$ cat config.mk
export PLATFORM = sky130hd
export DESIGN_NAME = key_scan_debounce_repeat
export DESIGN_NICKNAME = d
export VERILOG_FILES = /design/src/rtl/kscan_pkg.sv /design/src/rtl/kscan_step.sv /design/src/rtl/key_scan_debounce_repeat.sv
export SDC_FILE = /design/constraint.sdc
export NUM_CORES = 1
export LEC_CHECK = 0
export BUFFER_PORTS_ARGS = -buffer_cell sky130_fd_sc_hd__buf_4
export CAP_MARGIN = 20
export CORE_UTILIZATION = 62
export CTS_BUF_LIST = sky130_fd_sc_hd__clkbuf_2 sky130_fd_sc_hd__clkbuf_4 sky130_fd_sc_hd__clkbuf_8
export DETAILED_ROUTE_END_ITERATION = 6
export PLACE_DENSITY = 0.84
export SETUP_SLACK_MARGIN = 0.05
export SLEW_MARGIN = 30
export SYNTH_ARGS = -nofsm -noshare
export SYNTH_HDL_FRONTEND = slang
export SYNTH_SLANG_ARGS = --single-unit
$ cat constraint.sdc
create_clock -name clk -period 4.7 [get_ports clk]
set_input_delay 0.47 -clock clk [delete_from_list [all_inputs] [get_ports clk]]
set_output_delay 0.47 -clock clk [all_outputs]
set_load 0.02 [all_outputs]
$ cat src/rtl/kscan_pkg.sv
// ----------------------------------------------------------------------------
// kscan_pkg
// Types and register indexes shared by the key scan debounce / repeat block.
// ----------------------------------------------------------------------------
`default_nettype none

package kscan_pkg;

    localparam int unsigned CFG_IDX_W  = 2;
    localparam int unsigned CFG_DATA_W = 16;

    localparam logic [CFG_IDX_W-1:0] REG_NUM_KEYS     = 2'd0;
    localparam logic [CFG_IDX_W-1:0] REG_DEBOUNCE_MS  = 2'd1;
    localparam logic [CFG_IDX_W-1:0] REG_REPEAT_MS    = 2'd2;
    localparam logic [CFG_IDX_W-1:0] REG_CONTINUE_KEY = 2'd3;

    localparam logic [7:0]  RST_NUM_KEYS     = 8'd10;
    localparam logic [15:0] RST_DEBOUNCE_MS  = 16'd20;
    localparam logic [15:0] RST_REPEAT_MS    = 16'd300;
    localparam logic        RST_CONTINUE_KEY = 1'b0;

    typedef struct packed {
        logic        key_sensed;
        logic [15:0] now_ms;
    } sample_t;

    typedef struct packed {
        logic       key_valid;
        logic [7:0] key_id;
        logic       reset_counter;
        logic       pass_done;
    } report_t;

    typedef struct packed {
        logic [7:0]  num_keys;
        logic [15:0] debounce_ms;
        logic [15:0] repeat_ms;
        logic        continue_after_key;
    } cfg_t;

endpackage

`default_nettype wire

$ cat src/rtl/kscan_step.sv
// ----------------------------------------------------------------------------
// kscan_step
// Scan position and per-key debounce / auto-repeat machine; computes one
// report from one sample and updates the state when the sample advances.
// ----------------------------------------------------------------------------
`default_nettype none

module kscan_step (
    input  wire logic             clk,
    input  wire logic             rst_n,
    input  wire logic             advance,
    input  wire kscan_pkg::cfg_t     cfg,
    input  wire kscan_pkg::sample_t  smp,
    output kscan_pkg::report_t    res
);
    import kscan_pkg::*;

    localparam logic [1:0] PH_FIRST    = 2'd0;
    localparam logic [1:0] PH_DEBOUNCE = 2'd1;
    localparam logic [1:0] PH_REPEAT   = 2'd2;
    localparam logic [1:0] PH_SPARE    = 2'd3;

    logic [7:0]  scan_pos_reg,  scan_pos_next;
    logic [1:0]  phase_reg,     phase_next;
    logic [7:0]  held_key_reg,  held_key_next;
    logic [15:0] time_mark_reg, time_mark_next;

    logic [1:0]  phase_eff;
    logic [15:0] elapsed;
    logic [8:0]  pos_inc;
    logic        last;
    logic        report;
    logic        to_zero;

    always_comb
    begin
        phase_eff      = (scan_pos_reg != held_key_reg) ? PH_FIRST : phase_reg;
        elapsed        = smp.now_ms - time_mark_reg;
        pos_inc        = {1'b0, scan_pos_reg} + 9'd1;
        last           = pos_inc >= {1'b0, cfg.num_keys};
        report         = 1'b0;
        phase_next     = phase_reg;
        held_key_next  = held_key_reg;
        time_mark_next = time_mark_reg;

        if (smp.key_sensed)
        begin
            case (phase_eff)
                PH_FIRST:
                begin
                    phase_next     = PH_DEBOUNCE;
                    time_mark_next = smp.now_ms;
                    held_key_next  = scan_pos_reg;
                    report         = 1'b1;
                end
                PH_DEBOUNCE:
                begin
                    if (elapsed >= cfg.debounce_ms)
                    begin
                        phase_next     = PH_REPEAT;
                        time_mark_next = smp.now_ms;
                    end
                end
                PH_REPEAT:
                begin
                    if (elapsed >= cfg.repeat_ms)
                    begin
                        time_mark_next = smp.now_ms;
                        report         = 1'b1;
                    end
                end
                default:
                begin
                    phase_next = PH_FIRST;
                    report     = 1'b1;
                end
            endcase
        end

        to_zero       = last || (report && !cfg.continue_after_key);
        scan_pos_next = to_zero ? 8'd0 : pos_inc[7:0];

        res.key_valid     = report;
        res.key_id        = report ? scan_pos_reg : 8'd0;
        res.reset_counter = to_zero;
        res.pass_done     = last;
    end

    always_ff @(posedge clk or negedge rst_n)
    begin
        if (!rst_n)
        begin
            scan_pos_reg  <= 8'd0;
            phase_reg     <= PH_FIRST;
            held_key_reg  <= 8'd0;
            time_mark_reg <= 16'd0;
        end
        else if (advance)
        begin
            scan_pos_reg  <= scan_pos_next;
            phase_reg     <= phase_next;
            held_key_reg  <= held_key_next;
            time_mark_reg <= time_mark_next;
        end
    end

    // spare phase is never entered from reset
    a_no_spare_phase: assert property (@(posedge clk) disable iff (!rst_n)
        phase_reg != PH_SPARE)
        else $error("kscan_step: spare phase reached");

    // end of pass always lands on position zero
    a_pass_wraps: assert property (@(posedge clk) disable iff (!rst_n)
        advance && last |=> scan_pos_reg == 8'd0)
        else $error("kscan_step: scan position did not wrap");

    // a first detection locks the machine onto the reported position
    a_first_locks: assert property (@(posedge clk) disable iff (!rst_n)
        advance && smp.key_sensed && phase_eff == PH_FIRST
        |=> phase_reg == PH_DEBOUNCE && held_key_reg == $past(scan_pos_reg))
        else $error("kscan_step: first detection did not arm debounce");

endmodule

`default_nettype wire

$ cat src/rtl/key_scan_debounce_repeat.sv
// ----------------------------------------------------------------------------
// key_scan_debounce_repeat
// Decade-counter key scanner with debounce and auto-repeat reporting.
// ----------------------------------------------------------------------------
// a sample waits in the input register, then its report in the report register
// throughput: one sample per cycle while reports are taken; the input register
//   and report register let the next sample in while a report waits to be taken
// reset: scan position, phase, held key and time mark clear to zero;
//   registers load num_keys 10, debounce 20 ms, repeat 300 ms, restart at zero
`default_nettype none

module key_scan_debounce_repeat (
    input  wire logic                               clk,
    input  wire logic                               rst_n,
    input  wire logic                               sample_valid,
    output logic                                    sample_ready,
    input  wire kscan_pkg::sample_t                 sample,
    output logic                                    report_valid,
    input  wire logic                               report_ready,
    output kscan_pkg::report_t                      report,
    input  wire logic                               cfg_we,
    input  wire logic [kscan_pkg::CFG_IDX_W-1:0]    cfg_index,
    input  wire logic [kscan_pkg::CFG_DATA_W-1:0]   cfg_data
);
    import kscan_pkg::*;

    cfg_t       cfg_reg;
    logic       in_valid_reg, in_valid_next;
    sample_t    in_data_reg;
    logic       out_valid_reg, out_valid_next;
    report_t    out_data_reg;
    report_t    step_res;
    logic       advance;
    logic       take_in;

    always_comb
    begin
        advance        = in_valid_reg && (!out_valid_reg || report_ready);
        sample_ready   = !in_valid_reg || advance;
        take_in        = sample_valid && sample_ready;
        in_valid_next  = take_in ? 1'b1 : (advance ? 1'b0 : in_valid_reg);
        out_valid_next = advance ? 1'b1 : (report_ready ? 1'b0 : out_valid_reg);
    end

    always_ff @(posedge clk or negedge rst_n)
    begin
        if (!rst_n)
        begin
            in_valid_reg  <= 1'b0;
            out_valid_reg <= 1'b0;
        end
        else
        begin
            in_valid_reg  <= in_valid_next;
            out_valid_reg <= out_valid_next;
        end
    end

    always_ff @(posedge clk)
    begin
        if (take_in)
        begin
            in_data_reg <= sample;
        end
        if (advance)
        begin
            out_data_reg <= step_res;
        end
    end

    always_ff @(posedge clk or negedge rst_n)
    begin
        if (!rst_n)
        begin
            cfg_reg.num_keys           <= RST_NUM_KEYS;
            cfg_reg.debounce_ms        <= RST_DEBOUNCE_MS;
            cfg_reg.repeat_ms          <= RST_REPEAT_MS;
            cfg_reg.continue_after_key <= RST_CONTINUE_KEY;
        end
        else if (cfg_we)
        begin
            case (cfg_index)
                REG_NUM_KEYS:     cfg_reg.num_keys           <= cfg_data[7:0];
                REG_DEBOUNCE_MS:  cfg_reg.debounce_ms        <= cfg_data[15:0];
                REG_REPEAT_MS:    cfg_reg.repeat_ms          <= cfg_data[15:0];
                REG_CONTINUE_KEY: cfg_reg.continue_after_key <= cfg_data[0];
                default:          cfg_reg                    <= cfg_reg;
            endcase
        end
    end

    kscan_step u_step (
        .clk     (clk),
        .rst_n   (rst_n),
        .advance (advance),
        .cfg     (cfg_reg),
        .smp     (in_data_reg),
        .res     (step_res)
    );

    assign report_valid = out_valid_reg;
    assign report       = out_data_reg;

    // a held sample stays in the input register while the report side stalls
    a_in_hold: assert property (@(posedge clk) disable iff (!rst_n)
        in_valid_reg && !advance |=> in_valid_reg && $stable(in_data_reg))
        else $error("kscan: input register lost a stalled sample");

    // without continue, every report sends the counter back to zero
    a_report_restarts: assert property (@(posedge clk) disable iff (!rst_n)
        advance && step_res.key_valid && !cfg_reg.continue_after_key
        |=> report.reset_counter)
        else $error("kscan: report without counter reset");

endmodule

`default_nettype wire

* Word level (Yosys, flattened, before mapping)
Cells that the tools add are included.
Cells by class: $lt $le $gt $ge 3, add/sub/neg operators 2, bitwise logic cells 1, reductions and logical operators 21, equality and inequality tests 8, mux-type cells 14
Operators by type and width (number):
- one-hot mux 16 bit (3 select lines) | 1
- >= comparator 16 bit | 2
- 2-to-1 mux 16 bit | 2
- subtractor 16 bit | 1
- adder 8 x 1 -> 9 bit, second input constant | 1
- >= comparator 9 x 8 -> 1 bit | 1
- 2-to-1 mux 8 bit | 1
- != test 8 bit | 1
- AND reduction 2 bit | 4
- == test 2 bit, second input constant | 3
- 2-to-1 mux 1 bit | 6
- one-hot mux 2 bit (3 select lines) | 1
- AND reduction 5 bit | 1
- == test 2 x 1 -> 1 bit, second input constant | 2
- logical NOT 2 bit | 2
- 2-to-1 mux 2 bit | 2
- != test 2 x 1 -> 1 bit, second input constant | 2
- AND reduction 4 bit | 1
- nonzero test 2 bit | 2
- logical AND 1 bit | 3
- logical NOT 1 bit | 3
- logical OR 1 bit | 3
- AND reduction 3 bit | 1
- nonzero test 3 bit | 1
- 2 further kinds | 2
Storage, ports and cells: logic and storage cells 65, register bits after elaboration 105, output and inout bits 13, input bits 40

* Logic depth before layout (Yosys ltp)
word-level depth 8, mapped depth 19, mapped depth without buffers 19

* Modules after synthesis
Synthesis repeated with hierarchy kept, for this count alone.
Unflattened totals: cells, all modules 519, area, all modules 5973.2 um^2
By module, submodules not included:
- kscan_step | instances 1, sequential area each 850.8 um^2, area an instance 3478.3 um^2, cells an instance 395
- key_scan_debounce_repeat | instances 1, sequential area each 1926.8 um^2, area an instance 2494.9 um^2, cells an instance 124

* Worst setup path before layout
Ideal clock, no wire load.
path type reg2reg, start register in_data_reg[0] in the netlist's numbering, end register u_step.time_mark_reg[10], cell stages (with the launch flop) 19, arrival 3884 ps, clock period less this slack 4009 ps, data required time 4575 ps, path buffers 1, slack 691 ps, setup time 125 ps, path through edfxtp_1 -> inv_1 -> ha_1 -> fa_1 -> nor2b_1 -> o31a_1 -> o311a_1 -> o2111ai_1 -> and3b_1 -> o31a_1 -> xnor2_1 -> ha_1 -> nand4_1 -> o311ai_0 -> a2111oi_2 -> or2_1 -> o21bai_4 -> buf_12 -> mux2_4
On the way: longest elaborated chain between the ends 4, elaborated cells on any way between the ends 6, those cells by class 1 x add/sub; 2 x order compare; 2 x eq/ne; 1 x reduce/logical
RTL lines:
- start, declared | RTL line key_scan_debounce_repeat.sv:29 | sample_t in_data_reg;
- start signal, assigned | RTL line key_scan_debounce_repeat.sv:63 | in_data_reg <= sample;
- subtractor 16 bit (*) | RTL line kscan_step.sv:38 | elapsed = smp.now_ms - time_mark_reg;
- >= comparator 16 bit (on tied branches) | RTL line kscan_step.sv:66, kscan_step.sv:58
- != test 2 x 1 -> 1 bit (no source line)
- AND reduction 5 bit (no source line) (*)
- end signal, assigned | RTL line kscan_step.sv:103 | time_mark_reg <= time_mark_next;
- end, declared | RTL line kscan_step.sv:26 | logic [15:0] time_mark_reg, time_mark_next;
Mark *: on every way between the ends. The rest lies on a longest branch, timed or not. A chain may end at the register's enable or synchronous reset.

* Worst setup path after layout
start register in_data_reg[0] in the netlist's numbering, end register u_step.time_mark_reg[4]
The elaborated chain is that of the path after synthesis.

==> flow_metrics.py <==
metrics = {
    "logic_synthesis": {
        "synth_simple_gate_area_share": 0.0993,
        "post_synth_main_area_contributors": "sky130_fd_sc_hd__dfrtp_1 29%, sky130_fd_sc_hd__edfxtp_1 14%, sky130_fd_sc_hd__ha_1 12%, sky130_fd_sc_hd__mux2_2 6.5%, sky130_fd_sc_hd__inv_1 3.7%",
        "synth_xor_xnor_area_share": 0.0384,
        "synth.area.mux_share": 0.116,
        "synth-edff-count": 28,
        "ys_seq_area_frac": 0.469,
        "main_combinational_cell_family_by_area_after_synthesis": "adder cells",
        "synthCells": 516,
        "synth_async_sr_flop_share": 0.733,
        "synthesized_area_fraction_occupied_by_adder_cells": 0.122,
        "synth-compound-area-share": 0.106,
        "synth.net_count": 613,
        "synth_area_per_cell_sq_um": 11.5,
        "postSynth.topFlopCell": "sky130_fd_sc_hd__dfrtp_1",
        "synthesis.area_sq_um": 5920,
        "synth_top_cell_area_share": 0.292,
        "synth.ff_latch_count": 105,
        "post-synth-top-area-cell": "sky130_fd_sc_hd__dfrtp_1",
        "post_synth_num_cell_types": 61,
        "synth-warning-count": 0,
    },
    "worst_setup_path": {
        "cp_max_fo": 16,
        "setup.worst_path.start_class": "flop",
        "crit_arrival_ps": 4700,
        "regToRegSetupSlack_ps": 260,
        "reg2reg_to": "u_step.time_mark_reg[4]$_DFFE_PN0P_",
        "rr_startpoint": "in_data_reg[0]$_DFFE_PP_",
        "r2r_cells": 18,
        "critPathCaptureType": "flop",
        "critical_path_required_ps": 4960,
        "critPathKind": "flop to flop",
    },
    "outcome": {
        "outcome": "finished clean",
    },
    "power_and_ir_drop": {
        "power_frac_clock": 0.150,
        "combPwrFrac": 0.472,
        "total_leakage_power_uw": 0.00310,
        "sequentialPowerShare": 0.378,
        "switching_share": 0.394,
        "switching_power_uw": 1360,
        "pwr_density_cell_nw_per_um2": 521,
        "vdd_drop_max_uv": 303,
        "cell_internal_pwr_uw": 2080,
    },
    "place": {
        "dpl_cell_area_sq_um": 6420,
        "place.detailed.hpwl_microns": 8390,
        "buffer_ports.inserted": 52,
        "globalplace.congestion": 0.828,
        "dp.cells": 689,
    },
    "route": {
        "detailed_router_s_first_iteration_violation_count": 122,
        "routed-via-count": 4003,
        "postRouteWirelength_microns": 11300,
        "route.detailed.drc": 0,
        "route.detailed.vias_per_inst": 5.69,
        "drt-pass1-iter-count": 4,
        "postRouteAntennaNets": 0,
        "avgRoutedWirePerCell_microns": 16.1,
    },
    "cts": {
        "htree_levels": 3,
        "worst_setup_hold_path_clk_slew_ps": 100,
        "tritoncts_num_sinks": 105,
        "cts_root_buf": "sky130_fd_sc_hd__clkbuf_8",
        "cts_tree": "built",
        "post_cts_resized": 0,
        "postCtsSetupRepairBufs": 0,
        "cts_hold_buffers": 0,
        "max-clock-path-buffers": 2,
        "clock_latency_ps": 370,
        "cts_inserted_buffers": 9,
    },
    "timing": {
        "finalSetupTns_ps": 0,
        "tightestPinTransition_ps": 977,
        "slew_headroom": 0.346,
        "timing.final.setup_violations": 0,
        "final_period_minus_worst_setup_slack_ps": 4440,
        "period_utilization": 0.944,
        "worst_clock_skew_ps": 10.8,
        "max_freq_mhz": 225,
        "slew_violations": 0,
        "grt_setup_unrepaired": "yes",
        "hold_viol": 0,
    },
    "finish": {
        "areaGrowthSynthToFinish_pct": 11.5,
        "mostFrequentLayoutCell": "sky130_fd_sc_hd__dfrtp_1",
        "finish.net_count": 668,
        "largest_register_ffs": 41,
        "final_cell_count_no_fill": 704,
        "drive_above_1_share": 0.226,
        "antennaDiodeCount": 0,
        "commonest_non_fill_non_tap_cells_in_the_layout": "69 x sky130_fd_sc_hd__dfrtp_1, 58 x sky130_fd_sc_hd__inv_1, 56 x sky130_fd_sc_hd__ha_1",
        "finish.instance_area_sq_um": 6600,
    },
    "min_path": {
        "min_path_type": "input port to asynchronous set/reset pin",
    },
    "floorplanning": {
        "die_area_sq_um": 9950,
        "io_pins": 53,
        "initial_core_util": 0.641,
        "core_region_area_sq_um": 9240,
        "die_width_microns": 99.7,
        "rows": 35,
        "die_height_microns": 99.7,
    },
    "grt": {
        "grt_start_max_net_pins": 78,
        "grt_antenna_before_repair": 0,
        "grt-ovfl-total": 0,
        "globalRouteTotalUtil": 0.245,
        "first_global_vias": 4083,
        "wire_length_of_the_first_global_routing_pass_microns": 18900,
    },
    "flow_run": {
        "cap_violations": 0,
    },
}
worst max-delay path by stage:
stage / slack (ps) / start / end
detailed placement: 140 / in_data_reg[0]$_DFFE_PP_ / u_step.time_mark_reg[3]$_DFFE_PN0P_
finish: 260 / in_data_reg[0]$_DFFE_PP_ / u_step.time_mark_reg[4]$_DFFE_PN0P_
global placement: 400 / in_data_reg[0]$_DFFE_PP_ / u_step.time_mark_reg[5]$_DFFE_PN0P_
global route: 40 / in_data_reg[0]$_DFFE_PP_ / u_step.scan_pos_reg[5]$_DFFE_PN0P_
floorplan: 690 / in_data_reg[0]$_DFFE_PP_ / u_step.time_mark_reg[10]$_DFFE_PN0P_
CTS: 110 / in_data_reg[0]$_DFFE_PP_ / u_step.time_mark_reg[3]$_DFFE_PN0P_
layout make-up:
class                           count  area (sq um)
Multi-Input combinational cell    341          2850
Sequential cell                   105          2780
Fill cell                         652          2640
Timing Repair Buffer               54           417
Inverter                           60           225
Tap cell                          129           161
Clock buffer                        9           124
Clock inverter                      6          51.3
per-layer routing:
metal | vias to the layer above | wire, microns | global-route usage
li1 | 1936 | - | -
met1 | 1948 | 4890 | 0.301
met2 | 97 | 5800 | 0.431
met5 | - | 0 | 0
met4 | 0 | 203 | 0.0814
met3 | 22 | 411 | 0.0506
cell families after synthesis:
logic type      count (synthesis)
compound gates                 93
xor+xnor                       26
fa+ha+maj                      57
buf+inv                        70
flops                         105
mux                            58
simple gates                  107
power by group through the flow:
| stage | combinational [uW] | sequential [uW] | clock, uW |
|---|---|---|---|
| finish | 1620 | 1300 | 515 |
| global route | 1800 | 1330 | 558 |
| CTS | 1610 | 1300 | 526 |
| detailed placement | 1590 | 1320 | 0 |
| global placement | 1500 | 1300 | 0 |
| floorplan | 1240 | 1260 | 0 |
cells in the mapped netlist (all sizes together) (2+ instances only):
master	number
and3	3
dfrtp	69
clkbuf	4
a31oi	3
a21oi	21
and2	10
mux2	57
nor2	17
o21a	7
edfxtp	28
o21bai	3
nor2b	3
nor4	3
nand3b	4
a21o	9
a32oi	2
or2	3
nand4	6
o31a	4
xor2	12
nand3	9
dfstp	8
nand2	29
or3	4
o21ai	26
nor3	5
ha	56
o211ai	2
a211oi	6
buf	6
nor3b	2
nand2b	6
inv	59
xnor2	14
metrics by stage:
step | setup WS, ps | util | hold slack [ps] | total power [uW]
after floorplan | 691 | - | 174 | 2500
after global placement | 402 | 0.695 | 468 | 2810
after detailed placement | 137 | 0.695 | 483 | 2900
after CTS | 106 | 0.713 | 254 | 3430
after global routing | 40.7 | 0.715 | 169 | 3690
final | 265 | 0.715 | 107 | 3440
worst max-delay path, cell delays in order (launching register included):
cell and delay (ps):
sky130_fd_sc_hd__edfxtp_1 350, sky130_fd_sc_hd__inv_1 40, sky130_fd_sc_hd__ha_1 210, sky130_fd_sc_hd__fa_1 420, sky130_fd_sc_hd__nor2b_1 160, sky130_fd_sc_hd__o31a_1 180
sky130_fd_sc_hd__o311a_1 220, sky130_fd_sc_hd__o2111ai_1 150, sky130_fd_sc_hd__and3b_1 230, sky130_fd_sc_hd__o31a_1 300, sky130_fd_sc_hd__xnor2_1 160, sky130_fd_sc_hd__ha_1 320
sky130_fd_sc_hd__nand4_1 130, sky130_fd_sc_hd__o311ai_1 410, sky130_fd_sc_hd__a2111oi_2 100, sky130_fd_sc_hd__or2_1 260, sky130_fd_sc_hd__o21bai_4 180, sky130_fd_sc_hd__buf_8 170
sky130_fd_sc_hd__mux2_1 320
(Power assumes the default switching activity.)
